==> src/assert_macros.svh <==
// Assertion macros shared by the RTL.
// Define ASSERT_OFF to compile them away.
`ifndef ASSERT_MACROS_SVH
`define ASSERT_MACROS_SVH

`ifndef ASSERT_OFF

// Same-cycle implication, checked out of reset
`define ASSERT_IMPLY(label, clock, reset, ante, cons) \
  label: assert property (@(posedge clock) disable iff (reset) (ante) |-> (cons)) \
    else $error("assertion failed");

// Next-cycle implication, checked out of reset
`define ASSERT_NEXT(label, clock, reset, ante, cons) \
  label: assert property (@(posedge clock) disable iff (reset) (ante) |=> (cons)) \
    else $error("assertion failed");

`else

`define ASSERT_IMPLY(label, clock, reset, ante, cons)
`define ASSERT_NEXT(label, clock, reset, ante, cons)

`endif

`endif

==> src/iiee_pkg.sv <==
`timescale 1ns / 1ps
`default_nettype none

package iiee_pkg;

  // Limit on accepted operators per expression (1 to 15)
  localparam logic [3:0] MAX_OPERATORS = 4'd9;

  // Characters acted on
  localparam logic [7:0] CH_PLUS  = 8'd43;
  localparam logic [7:0] CH_MINUS = 8'd45;
  localparam logic [7:0] CH_STAR  = 8'd42;
  localparam logic [7:0] CH_SLASH = 8'd47;
  localparam logic [7:0] CH_ZERO  = 8'd48;
  localparam logic [7:0] CH_NINE  = 8'd57;

  // Result status codes
  localparam logic [2:0] STATUS_OK          = 3'd0;
  localparam logic [2:0] STATUS_NO_NUMBER   = 3'd1;
  localparam logic [2:0] STATUS_TOO_MANY    = 3'd2;
  localparam logic [2:0] STATUS_NO_OPERATOR = 3'd3;
  localparam logic [2:0] STATUS_TRAILING    = 3'd4;
  localparam logic [2:0] STATUS_DIV_ZERO    = 3'd5;

  typedef struct packed {
    logic [7:0] char_byte;
    logic       end_of_expression;
  } expr_beat_t;

  typedef struct packed {
    logic signed [31:0] result_value;
    logic [2:0]         status;
  } result_beat_t;

endpackage

`default_nettype wire

==> src/infix_integer_expression_evaluator.sv <==
`timescale 1ns / 1ps
`default_nettype none

// Infix integer expression evaluator: takes one ASCII character per beat on
// the expr channel and, on the beat flagged end_of_expression, returns one
// result beat holding the wrapped 32-bit value of the expression (* and /
// before + and -, left to right, division truncating toward zero) or an error
// status with a zero value. An operator passes through the take and apply
// states, and a division also through the divide and sign-fix states, since
// the quotient comes from a restoring divider that resolves one bit per
// cycle. The last character adds a check state, a second pass through the
// same multiply/divide step for the final number, and an emit state to load
// the result register. expr_ready is high only while the sequencer is idle;
// a finished result waits in its own register, so new characters are taken
// while it is still unread.
module infix_integer_expression_evaluator
  import iiee_pkg::*;
(
  input  wire logic         clk,
  input  wire logic         rst,
  input  wire logic         expr_valid,
  output logic              expr_ready,
  input  wire expr_beat_t   expr,
  output logic              result_valid,
  input  wire logic         result_ready,
  output result_beat_t      result
);

  `include "assert_macros.svh"

  typedef enum logic [2:0] {
    ST_IDLE,
    ST_TAKE,
    ST_DIV,
    ST_FIX,
    ST_APPLY,
    ST_CHECK,
    ST_EMIT
  } state_t;

  typedef enum logic [1:0] {
    MOP_NONE,
    MOP_MUL,
    MOP_DIV
  } mulop_t;

  state_t      state;

  // Expression state
  logic [31:0] running_sum;
  logic        add_sign;
  logic [31:0] product_term;
  mulop_t      mul_op;
  logic [31:0] number_accum;
  logic        digit_seen;
  logic [3:0]  operator_count;
  logic [2:0]  error_latch;

  // Sequencer bookkeeping
  logic        last_char;
  logic [7:0]  op_char;
  logic        final_pass;

  // Divider registers
  logic [31:0] div_quot;
  logic [31:0] div_rem;
  logic [31:0] div_den;
  logic        div_neg;
  logic [4:0]  div_cnt;

  // Result staging
  logic [31:0] res_value;
  logic [2:0]  res_status;

  // Decode of the incoming character
  logic        accept;
  logic        is_digit;
  logic        is_op;
  logic        parse_stopped;
  logic [3:0]  digit_val;
  logic [31:0] accum_times10;
  logic [31:0] sum_closed;
  logic [31:0] mul_lo;
  logic [31:0] rem_shift;
  logic [32:0] rem_diff;
  logic        prod_neg;
  logic        den_neg;

  assign expr_ready    = (state == ST_IDLE);
  assign accept        = expr_valid && expr_ready;
  assign is_digit      = (expr.char_byte >= CH_ZERO) && (expr.char_byte <= CH_NINE);
  assign is_op         = (expr.char_byte == CH_PLUS) || (expr.char_byte == CH_MINUS) ||
                         (expr.char_byte == CH_STAR) || (expr.char_byte == CH_SLASH);
  assign parse_stopped = (error_latch == STATUS_NO_NUMBER) ||
                         (error_latch == STATUS_TOO_MANY);
  assign digit_val     = 4'(expr.char_byte - CH_ZERO);

  // Shared arithmetic: times ten, close of a term, product, divider step
  assign accum_times10 = {number_accum[28:0], 3'b000} + {number_accum[30:0], 1'b0};
  assign sum_closed    = add_sign ? (running_sum - product_term)
                                  : (running_sum + product_term);
  assign mul_lo        = 32'(product_term * number_accum);
  assign rem_shift     = {div_rem[30:0], div_quot[31]};
  assign rem_diff      = {1'b0, rem_shift} - {1'b0, div_den};
  assign prod_neg      = product_term[31];
  assign den_neg       = number_accum[31];

  // Sequencer, expression state and result register
  always_ff @(posedge clk) begin
    if (rst) begin
      state          <= ST_IDLE;
      running_sum    <= '0;
      add_sign       <= 1'b0;
      product_term   <= '0;
      mul_op         <= MOP_NONE;
      number_accum   <= '0;
      digit_seen     <= 1'b0;
      operator_count <= '0;
      error_latch    <= STATUS_OK;
      result_valid   <= 1'b0;
      last_char      <= 1'b0;
      final_pass     <= 1'b0;
    end else begin
      // Drop the result once it is taken, unless a new one replaces it
      if (result_valid && result_ready && (state != ST_EMIT)) begin
        result_valid <= 1'b0;
      end

      unique case (state)
        ST_IDLE: begin
          if (accept) begin
            last_char <= expr.end_of_expression;
            if (!parse_stopped && is_digit) begin
              number_accum <= accum_times10 + {28'd0, digit_val};
              digit_seen   <= 1'b1;
            end
            if (!parse_stopped && is_op && digit_seen &&
                (operator_count < MAX_OPERATORS)) begin
              op_char    <= expr.char_byte;
              final_pass <= 1'b0;
              state      <= ST_TAKE;
            end else begin
              if (!parse_stopped && is_op) begin
                error_latch <= digit_seen ? STATUS_TOO_MANY : STATUS_NO_NUMBER;
              end
              if (expr.end_of_expression) begin
                state <= ST_CHECK;
              end
            end
          end
        end

        // Fold the finished number into the product term
        ST_TAKE: begin
          case (mul_op)
            MOP_MUL: begin
              product_term <= mul_lo;
              state        <= ST_APPLY;
            end
            MOP_DIV: begin
              if (number_accum == '0) begin
                if (error_latch == STATUS_OK) begin
                  error_latch <= STATUS_DIV_ZERO;
                end
                product_term <= '0;
                state        <= ST_APPLY;
              end else begin
                div_quot <= prod_neg ? (32'd0 - product_term) : product_term;
                div_den  <= den_neg ? (32'd0 - number_accum) : number_accum;
                div_rem  <= '0;
                div_neg  <= prod_neg ^ den_neg;
                div_cnt  <= '0;
                state    <= ST_DIV;
              end
            end
            default: begin
              product_term <= number_accum;
              state        <= ST_APPLY;
            end
          endcase
        end

        // Resolve one quotient bit per cycle
        ST_DIV: begin
          if (!rem_diff[32]) begin
            div_rem <= rem_diff[31:0];
          end else begin
            div_rem <= rem_shift;
          end
          div_quot <= {div_quot[30:0], !rem_diff[32]};
          div_cnt  <= div_cnt + 5'd1;
          if (div_cnt == 5'd31) begin
            state <= ST_FIX;
          end
        end

        // Restore the quotient sign
        ST_FIX: begin
          product_term <= div_neg ? (32'd0 - div_quot) : div_quot;
          state        <= ST_APPLY;
        end

        // Act on the operator, or close the last term
        ST_APPLY: begin
          if (final_pass) begin
            if (error_latch == STATUS_DIV_ZERO) begin
              res_status <= STATUS_DIV_ZERO;
              res_value  <= '0;
            end else begin
              res_status <= STATUS_OK;
              res_value  <= sum_closed;
            end
            state <= ST_EMIT;
          end else begin
            if (op_char == CH_STAR) begin
              mul_op <= MOP_MUL;
            end else if (op_char == CH_SLASH) begin
              mul_op <= MOP_DIV;
            end else begin
              running_sum <= sum_closed;
              add_sign    <= (op_char == CH_MINUS);
              mul_op      <= MOP_NONE;
            end
            operator_count <= operator_count + 4'd1;
            digit_seen     <= 1'b0;
            number_accum   <= '0;
            state          <= last_char ? ST_CHECK : ST_IDLE;
          end
        end

        // Settle the status of a finished expression
        ST_CHECK: begin
          res_value <= '0;
          if (parse_stopped) begin
            res_status <= error_latch;
            state      <= ST_EMIT;
          end else if (operator_count == '0) begin
            res_status <= STATUS_NO_OPERATOR;
            state      <= ST_EMIT;
          end else if (!digit_seen) begin
            res_status <= STATUS_TRAILING;
            state      <= ST_EMIT;
          end else begin
            final_pass <= 1'b1;
            state      <= ST_TAKE;
          end
        end

        // Hold until the result register is free, then clear for the next expression
        ST_EMIT: begin
          if (!result_valid || result_ready) begin
            result.result_value <= res_value;
            result.status       <= res_status;
            result_valid        <= 1'b1;
            running_sum         <= '0;
            add_sign            <= 1'b0;
            product_term        <= '0;
            mul_op              <= MOP_NONE;
            number_accum        <= '0;
            digit_seen          <= 1'b0;
            operator_count      <= '0;
            error_latch         <= STATUS_OK;
            final_pass          <= 1'b0;
            state               <= ST_IDLE;
          end
        end

        default: begin
          state <= ST_IDLE;
        end
      endcase
    end
  end

  // Divider never runs on a zero divisor
  `ASSERT_IMPLY(a_div_nonzero, clk, rst, state == ST_DIV, div_den != '0)
  // Error results carry a zero value
  `ASSERT_IMPLY(a_err_zero, clk, rst,
                result_valid && (result.status != STATUS_OK),
                result.result_value == '0)
  // Operator count stays within its limit
  `ASSERT_IMPLY(a_op_limit, clk, rst, 1'b1, operator_count <= MAX_OPERATORS)
  // A result loaded while the output was free shows up the next cycle
  `ASSERT_NEXT(a_emit_shows, clk, rst,
               (state == ST_EMIT) && (!result_valid || result_ready),
               result_valid && (state == ST_IDLE))

endmodule

`default_nettype wire
==> config.mk <==
export PLATFORM = sky130hd
export DESIGN_NAME = infix_integer_expression_evaluator
export DESIGN_NICKNAME = d
export VERILOG_FILES = /design/src/iiee_pkg.sv /design/src/infix_integer_expression_evaluator.sv
export VERILOG_INCLUDE_DIRS = /design/src /design/src/src
export SDC_FILE = /design/constraint.sdc
export NUM_CORES = 2
export LEC_CHECK = 0
export ABC_AREA = 1
export BUFFER_PORTS_ARGS = -buffer_cell sky130_fd_sc_hd__buf_2
export CORE_UTILIZATION = 40
export CTS_BUF_LIST = sky130_fd_sc_hd__clkbuf_8
export CTS_CLUSTER_SIZE = 10
export DETAILED_ROUTE_END_ITERATION = 6
export PLACE_DENSITY = 0.62
export REMOVE_ABC_BUFFERS = 1
export SETUP_SLACK_MARGIN = 0.1
export SYNTH_ARGS = -nofsm -noshare
export SYNTH_HDL_FRONTEND = slang
export SYNTH_SLANG_ARGS = --single-unit
==> constraint.sdc <==
create_clock -name clk -period 16.6 [get_ports clk]
set_input_delay 4.98 -clock clk [delete_from_list [all_inputs] [get_ports clk]]
set_output_delay 4.98 -clock clk [all_outputs]
set_load 0.005 [all_outputs]
### After elaboration in Yosys (flattened, before gate mapping)

Cells that the tools add are included.

| storage, ports and cells | value |
|---|---|
| bits in registers | 292 |
| bits of input ports | 13 |
| output and inout port bits | 37 |
| logic and storage cells | 205 |

| operators by class | value |
|---|---|
| add/sub/neg operators | 11 |
| multipliers | 1 |
| magnitude comparators | 3 |
| eq/ne operators | 41 |
| multiplexer cells | 82 |
| bitwise gates (word level) | 3 |
| reductions and logical operators | 41 |

Operator list:

| kind | count |
|---|---|
| 32-bit two-way mux | 15 |
| 32-bit one-hot mux with 2 select lines | 4 |
| 32-bit one-hot mux with 3 select lines | 2 |
| 31-bit two-way mux | 4 |
| 1-bit by 32-bit subtractor with 32-bit output (first input constant) | 3 |
| 3-bit two-way mux | 23 |
| 32-bit adder | 2 |
| 31-bit one-hot mux with 2 select lines | 1 |
| 8-bit by 6-bit equality test with 1-bit output (second input constant) | 7 |
| 32-bit by 32-bit subtractor with 33-bit output | 1 |
| 32-bit by 4-bit adder with 32-bit output | 1 |
| 32-bit zero test | 1 |
| 32-bit by 32-bit multiplier with 32-bit output | 1 |
| 32-bit subtractor | 1 |
| 2-bit != test (second input constant) | 14 |
| 3-bit one-hot mux with 7 select lines | 1 |
| 4-bit AND reduction | 5 |
| 1-bit two-way mux | 15 |
| 3-bit equality test (second input constant) | 4 |
| 3-bit AND reduction | 4 |
| 3-bit nonzero test | 4 |
| 2-bit two-way mux | 5 |
| 5-bit two-way mux | 2 |
| 5-bit one-hot mux with 2 select lines | 1 |
| other kinds (34) | 61 |

### Depth between registers and ports, before layout

| logic depth | value |
|---|---|
| word-level depth | 10 |
| mapped depth | 37 |
| mapped depth without buffers | 34 |

### Worst setup path before layout

Ideal clock, no wire load.

| timing path | value |
|---|---|
| kind | input-to-reg |
| start point | input rst |
| end point | register div_cnt[0], enable pin |
| setup time | 604 ps |
| data arrival time | 10198 ps |
| data required time | 15996 ps |
| setup slack | 5798 ps |
| cell stages on the path | 2 |
| buffers on the path | 1 |
| path through | clkbuf_1 > a221oi_1 |

| between the ends | value |
|---|---|
| cells in the longest elaborated chain, start to end | 2 |

Ends and longest elaborated chain:

| what | line | text |
|---|---|---|
| from (decl) | infix_integer_expression_evaluator.sv:20 | `input wire logic rst,` |
| 1-bit inverter (no line) | - |  |
| 4-bit AND reduction (no line) | - |  |
| to (signal assigned) | infix_integer_expression_evaluator.sv:191 | `div_cnt <= div_cnt + 5'd1;` |
| to (decl) | infix_integer_expression_evaluator.sv:69 | `logic [4:0] div_cnt;` |

Every way passes these cells.
A chain may end at the register's enable or synchronous reset.

### Worst setup path after layout

| timing path | value |
|---|---|
| start point | input expr[4] in the netlist's numbering |
| end point | register number_accum[20] |

| between the ends | value |
|---|---|
| cells in the longest elaborated chain, start to end | 5 |
| elaborated cells between the ends (all ways) | 11 |
| those cells by class | add/sub: 2; order compare: 2; eq/ne: 1; mux: 3; reduce/logical: 3 |

Ends and longest elaborated chain:

| what | line | text |
|---|---|---|
| from (decl) | infix_integer_expression_evaluator.sv:23 | `input wire expr_beat_t expr,` |
| 4-bit by 1-bit subtractor with 4-bit output, or another cell as far along | infix_integer_expression_evaluator.sv:96 | `assign digit_val = 4'(expr.char_byte - CH_ZERO);` |
| 32-bit by 4-bit adder with 32-bit output or 1-bit logical AND (tied branches) | infix_integer_expression_evaluator.sv:134, infix_integer_expression_evaluator.sv:91 |  |
| 32-bit two-way mux or 1-bit logical AND (tied branches) | infix_integer_expression_evaluator.sv:133 | `if (!parse_stopped && is_digit) begin` |
| 32-bit two-way mux or 2-bit by 1-bit != test with 1-bit output (tied branches) | - |  |
| 32-bit one-hot mux with 3 select lines or 5-bit AND reduction (tied branches) | - |  |
| to (signal assigned) | infix_integer_expression_evaluator.sv:134 | `number_accum <= accum_times10 + {28'd0, digit_val};` |
| to (decl) | infix_integer_expression_evaluator.sv:54 | `logic [31:0] number_accum;` |

Parallel ways exist; a longest one is shown, timed or not. The select of a mux whose other input is x is not followed.

==> summary.txt <==
fmax: 130.9 MHz
post-cts sizing count: 0
drt total wl: 104.2 mm
Synth Area per Inst: 7.593 um2
Switching Share: 42.79%
Post-Synthesis Cell Area: 36,060 um2
clock tree buffer depth: 3
die area: 91,350 um2
CTS tree: yes
initial antenna violation count: 6
CTS root buf: clkbuf_8
number of global-route vias before repair: 30,330
worst path arrival time: 8.12 ns
Largest stage delay, worst path: 0.56 ns
layout cell share with drive strength beyond 1: 5.613%
final hold violation count: 0
clock input transition at the sequential cells of the worst setup and hold paths: 0.07 ns
P_int: 1.645 mW
synthesized instance count: 4,749
die height: 302.2 um
DR iter-0 viols: 2,445
Comb pwr share: 41.7%
Rows: 109
nets: 5,378
M1 wire length: 46.85 mm
Seq/Total Area, Yosys: 21.18%
Synth warnings: 0
Switch Pwr: 1.231 mW
share of flip-flops with an asynchronous set or reset: 0%
Post-DRT Antenna Nets: 0
PortBufs: 49
hold buffers post-CTS: 0
# DRC: 0
Num CTS Buffers: 49
Routability Congestion: 0.9387
Max FO, Critical Path: 4
RSZ-0062 raised after global routing: false
Avg Vias per Cell: 5.188
Clock Power Share: 25.3%
max cap viols: 0
met2 routed WL: 47.40 mm
uppermost routed layer: met5
P&R area growth vs syn: 6.857%
EDFF count, synth: 179
detailed-route via count: 30,640
CP endpoint kind: register
Pins Over Slew Limit: 0
H-tree Lvls: 2
Post-DP HPWL: 78.70 mm
synth unique cells: 63
crit path time final: 7.637 ns
pin count of the biggest net entering global routing: 65
TritonRoute pass-1 iters: 6
Initial Utilization: 40.61%
Power Density: 74.63 nW/um2
outcome: finished clean
die width: 302.2 um
Hold WC Path Type: reg2reg
GRT Overall Usage: 23.25%
Final period util: 46.01%
LEAKAGE: 20.36 nW
clk_lat worst skew: 0.62 ns
Worst VDD drop: 0.00006775 V
synthesized flop and latch total: 292
Post-Route Setup TNS: 0 ns
Seq pwr share: 33.0%
final std cells w/o fill: 5,905
Worst EP required: 17.08 ns
Post-CTS Repair Setup Buffers: 0
Buf+Inv Stages, Crit Path: 2
number of cells in the design after placement: 5,813
CP most frequent cell: a21oi_1
top_reg_cell synth: edfxtp_1
fillers: 8,948
Worst setup SP type: primary input
I/O Pins: 50
global route overflow: 0
CTS sink cnt: 292
Slew Limit Headroom: 18.68%
CP Class: in2reg
CP cell instances: buf_2, fa_1, inv_1, fa_1, o31ai_1, nand2_1, nand2_1, a21oi_1, o21ai_0, a21oi_1, o21ai_0, a21oi_1, o21ai_0, a21oi_1
Critical-path top delay cell: fa_1
final-report setup violation count: 0
Core Area: 88,780 um2
wire per inst: 17.65 um
global-route wire length before repair: 167.2 mm
Least-Margin Pin Slew: 1.218 ns
Setup Skew: 0.05907 ns
metal3 WL: 7.206 mm
critical path's top delay family: compound AO/OA/AOI/OAI gates
==> stage by stage <==
step | util [%] | setup slack, ns | hold slack (ns) | total power [mW] | instance area, um2
final | 43.40 | 8.963 | 0.4144 | 2.876 | 38530
after detailed placement | 42.20 | 8.373 | 0.4045 | 2.158 | 37470
after global placement | 42.20 | 8.343 | 0.4021 | 2.137 | 37470
after floorplan | - | 5.999 | 0.4003 | 1.775 | 35200
after CTS | 43.40 | 9.016 | 0.4123 | 2.884 | 38530
after global routing | 43.40 | 8.726 | 0.4249 | 3.072 | 38530
==> cell families (layout without fill, tap and decap cells) <==
logic type	Yosys count	in the layout	synth area share, %
other	0	1	0
buffers and inverters	1282	1272	13.45
flip-flops	292	292	21.18
AND/OR/NAND/NOR	1592	1592	18.35
adder cells (fa/ha/maj)	666	666	31.69
XOR/XNOR	134	134	3.255
AO/OA/AOI/OAI	783	783	12.08
==> final cells by class <==
type	instances	area (um2)	area share [%]
repair buffers	117	758.2	1.968
inverters	1064	3994	10.37
clock inverters	37	314.1	0.8151
multi-input cells	3175	23620	61.30
clock buffers	54	743.2	1.929
well taps	1165	1458	3.783
flip-flops and latches	292	7642	19.83
diodes	1	2.502	0.006495
==> routing by layer <==
metal,track usage [%],up-vias
met4,5.556,2
met1,33.15,14820
met2,37.45,993
met5,0,-
met3,2.844,181
li1,-,14640
==> final timing paths <==
path | cells after the start | startpoint | slack [ns] | end
min | 0 | res_value[0]$_SDFFCE_PP0P_ | 0.41 | result[3]$_DFFE_PP_
max reg2reg | 23 | product_term[10]$_SDFFE_PP0P_ | 9.03 | product_term[30]$_SDFFE_PP0P_
min reg2reg | 0 | res_value[0]$_SDFFCE_PP0P_ | 0.41 | result[3]$_DFFE_PP_
max | 14 | expr[4] | 8.96 | number_accum[20]$_SDFFE_PP0P_
==> cell usage in the layout, fill, tap and decap left out, types with 9 or more instances in the layout <==
| cell type | instances |
|---|---|
| nand2_1 | 1085 |
| inv_1 | 1070 |
| fa_1 | 412 |
| a21oi_1 | 330 |
| o21ai_0 | 277 |
| ha_1 | 254 |
| nor2_1 | 237 |
| edfxtp_1 | 179 |
| dfxtp_1 | 109 |
| nand3_1 | 104 |
| xor2_1 | 90 |
| buf_4 | 69 |
| clkbuf_8 | 54 |
| buf_2 | 48 |
| xnor2_1 | 44 |
| nor3_1 | 43 |
| o211ai_1 | 32 |
| a31oi_1 | 30 |
| or2_2 | 29 |
| nor4_1 | 19 |
| nand4_1 | 19 |
| nor3_2 | 12 |
| a221oi_1 | 12 |
| o21a_1 | 12 |
| a21o_1 | 11 |
| nand3b_1 | 10 |
| a211oi_1 | 9 |
==> power groups by stage <==
stage                     logic (mW)  clock network, mW  registers, mW
after floorplan                0.798                  0          0.977
after global placement          1.18                  0          0.961
after detailed placement        1.20                  0          0.963
after CTS                       1.20              0.736          0.947
after global routing            1.35              0.769          0.954
final                           1.20              0.727          0.949
==> state kept, by name, indices dropped and copies added (netlist names), 3 cells and up <==
signal and count:
result 35, div_den 32, div_quot 32, number_accum 32, product_term 32, res_value 32
running_sum 32, div_rem 31, op_char 8, div_cnt 5, operator_count 4, error_latch 3
res_status 3, state 3
==> Yosys cell counts (all sizes together) (2+ instances only) <==
library cell  instances  area share, %
a211oi                9           0.19
a21boi                7           0.16
a21o                 11           0.23
a21oi               330            4.6
a221oi               13           0.32
a22oi                 8           0.17
a31oi                30           0.52
a32o                  3          0.083
a32oi                 3          0.073
and2                  2          0.035
and3                  3          0.052
buf                  63           0.76
clkbuf              155            1.6
dfxtp               113            6.3
edfxtp              179             15
fa                  412             23
ha                  254            8.8
inv                1063             11
nand2              1088             11
nand3               108            1.6
nand3b               10           0.21
nand4                19           0.33
nor2                247            2.7
nor3                 59            1.1
nor3b                 4          0.083
nor4                 21           0.45
o2111ai               3          0.073
o211a                 2          0.056
o211ai               32           0.67
o21a                 12           0.25
o21ai               286            4.0
o21bai                8           0.17
o221ai                5           0.12
o22ai                 6           0.10
o31ai                 8           0.17
or2                  31           0.54
xnor2                44            1.1
xor2                 90            2.2
No activity file was read; power rests on OpenSTA's default activity.
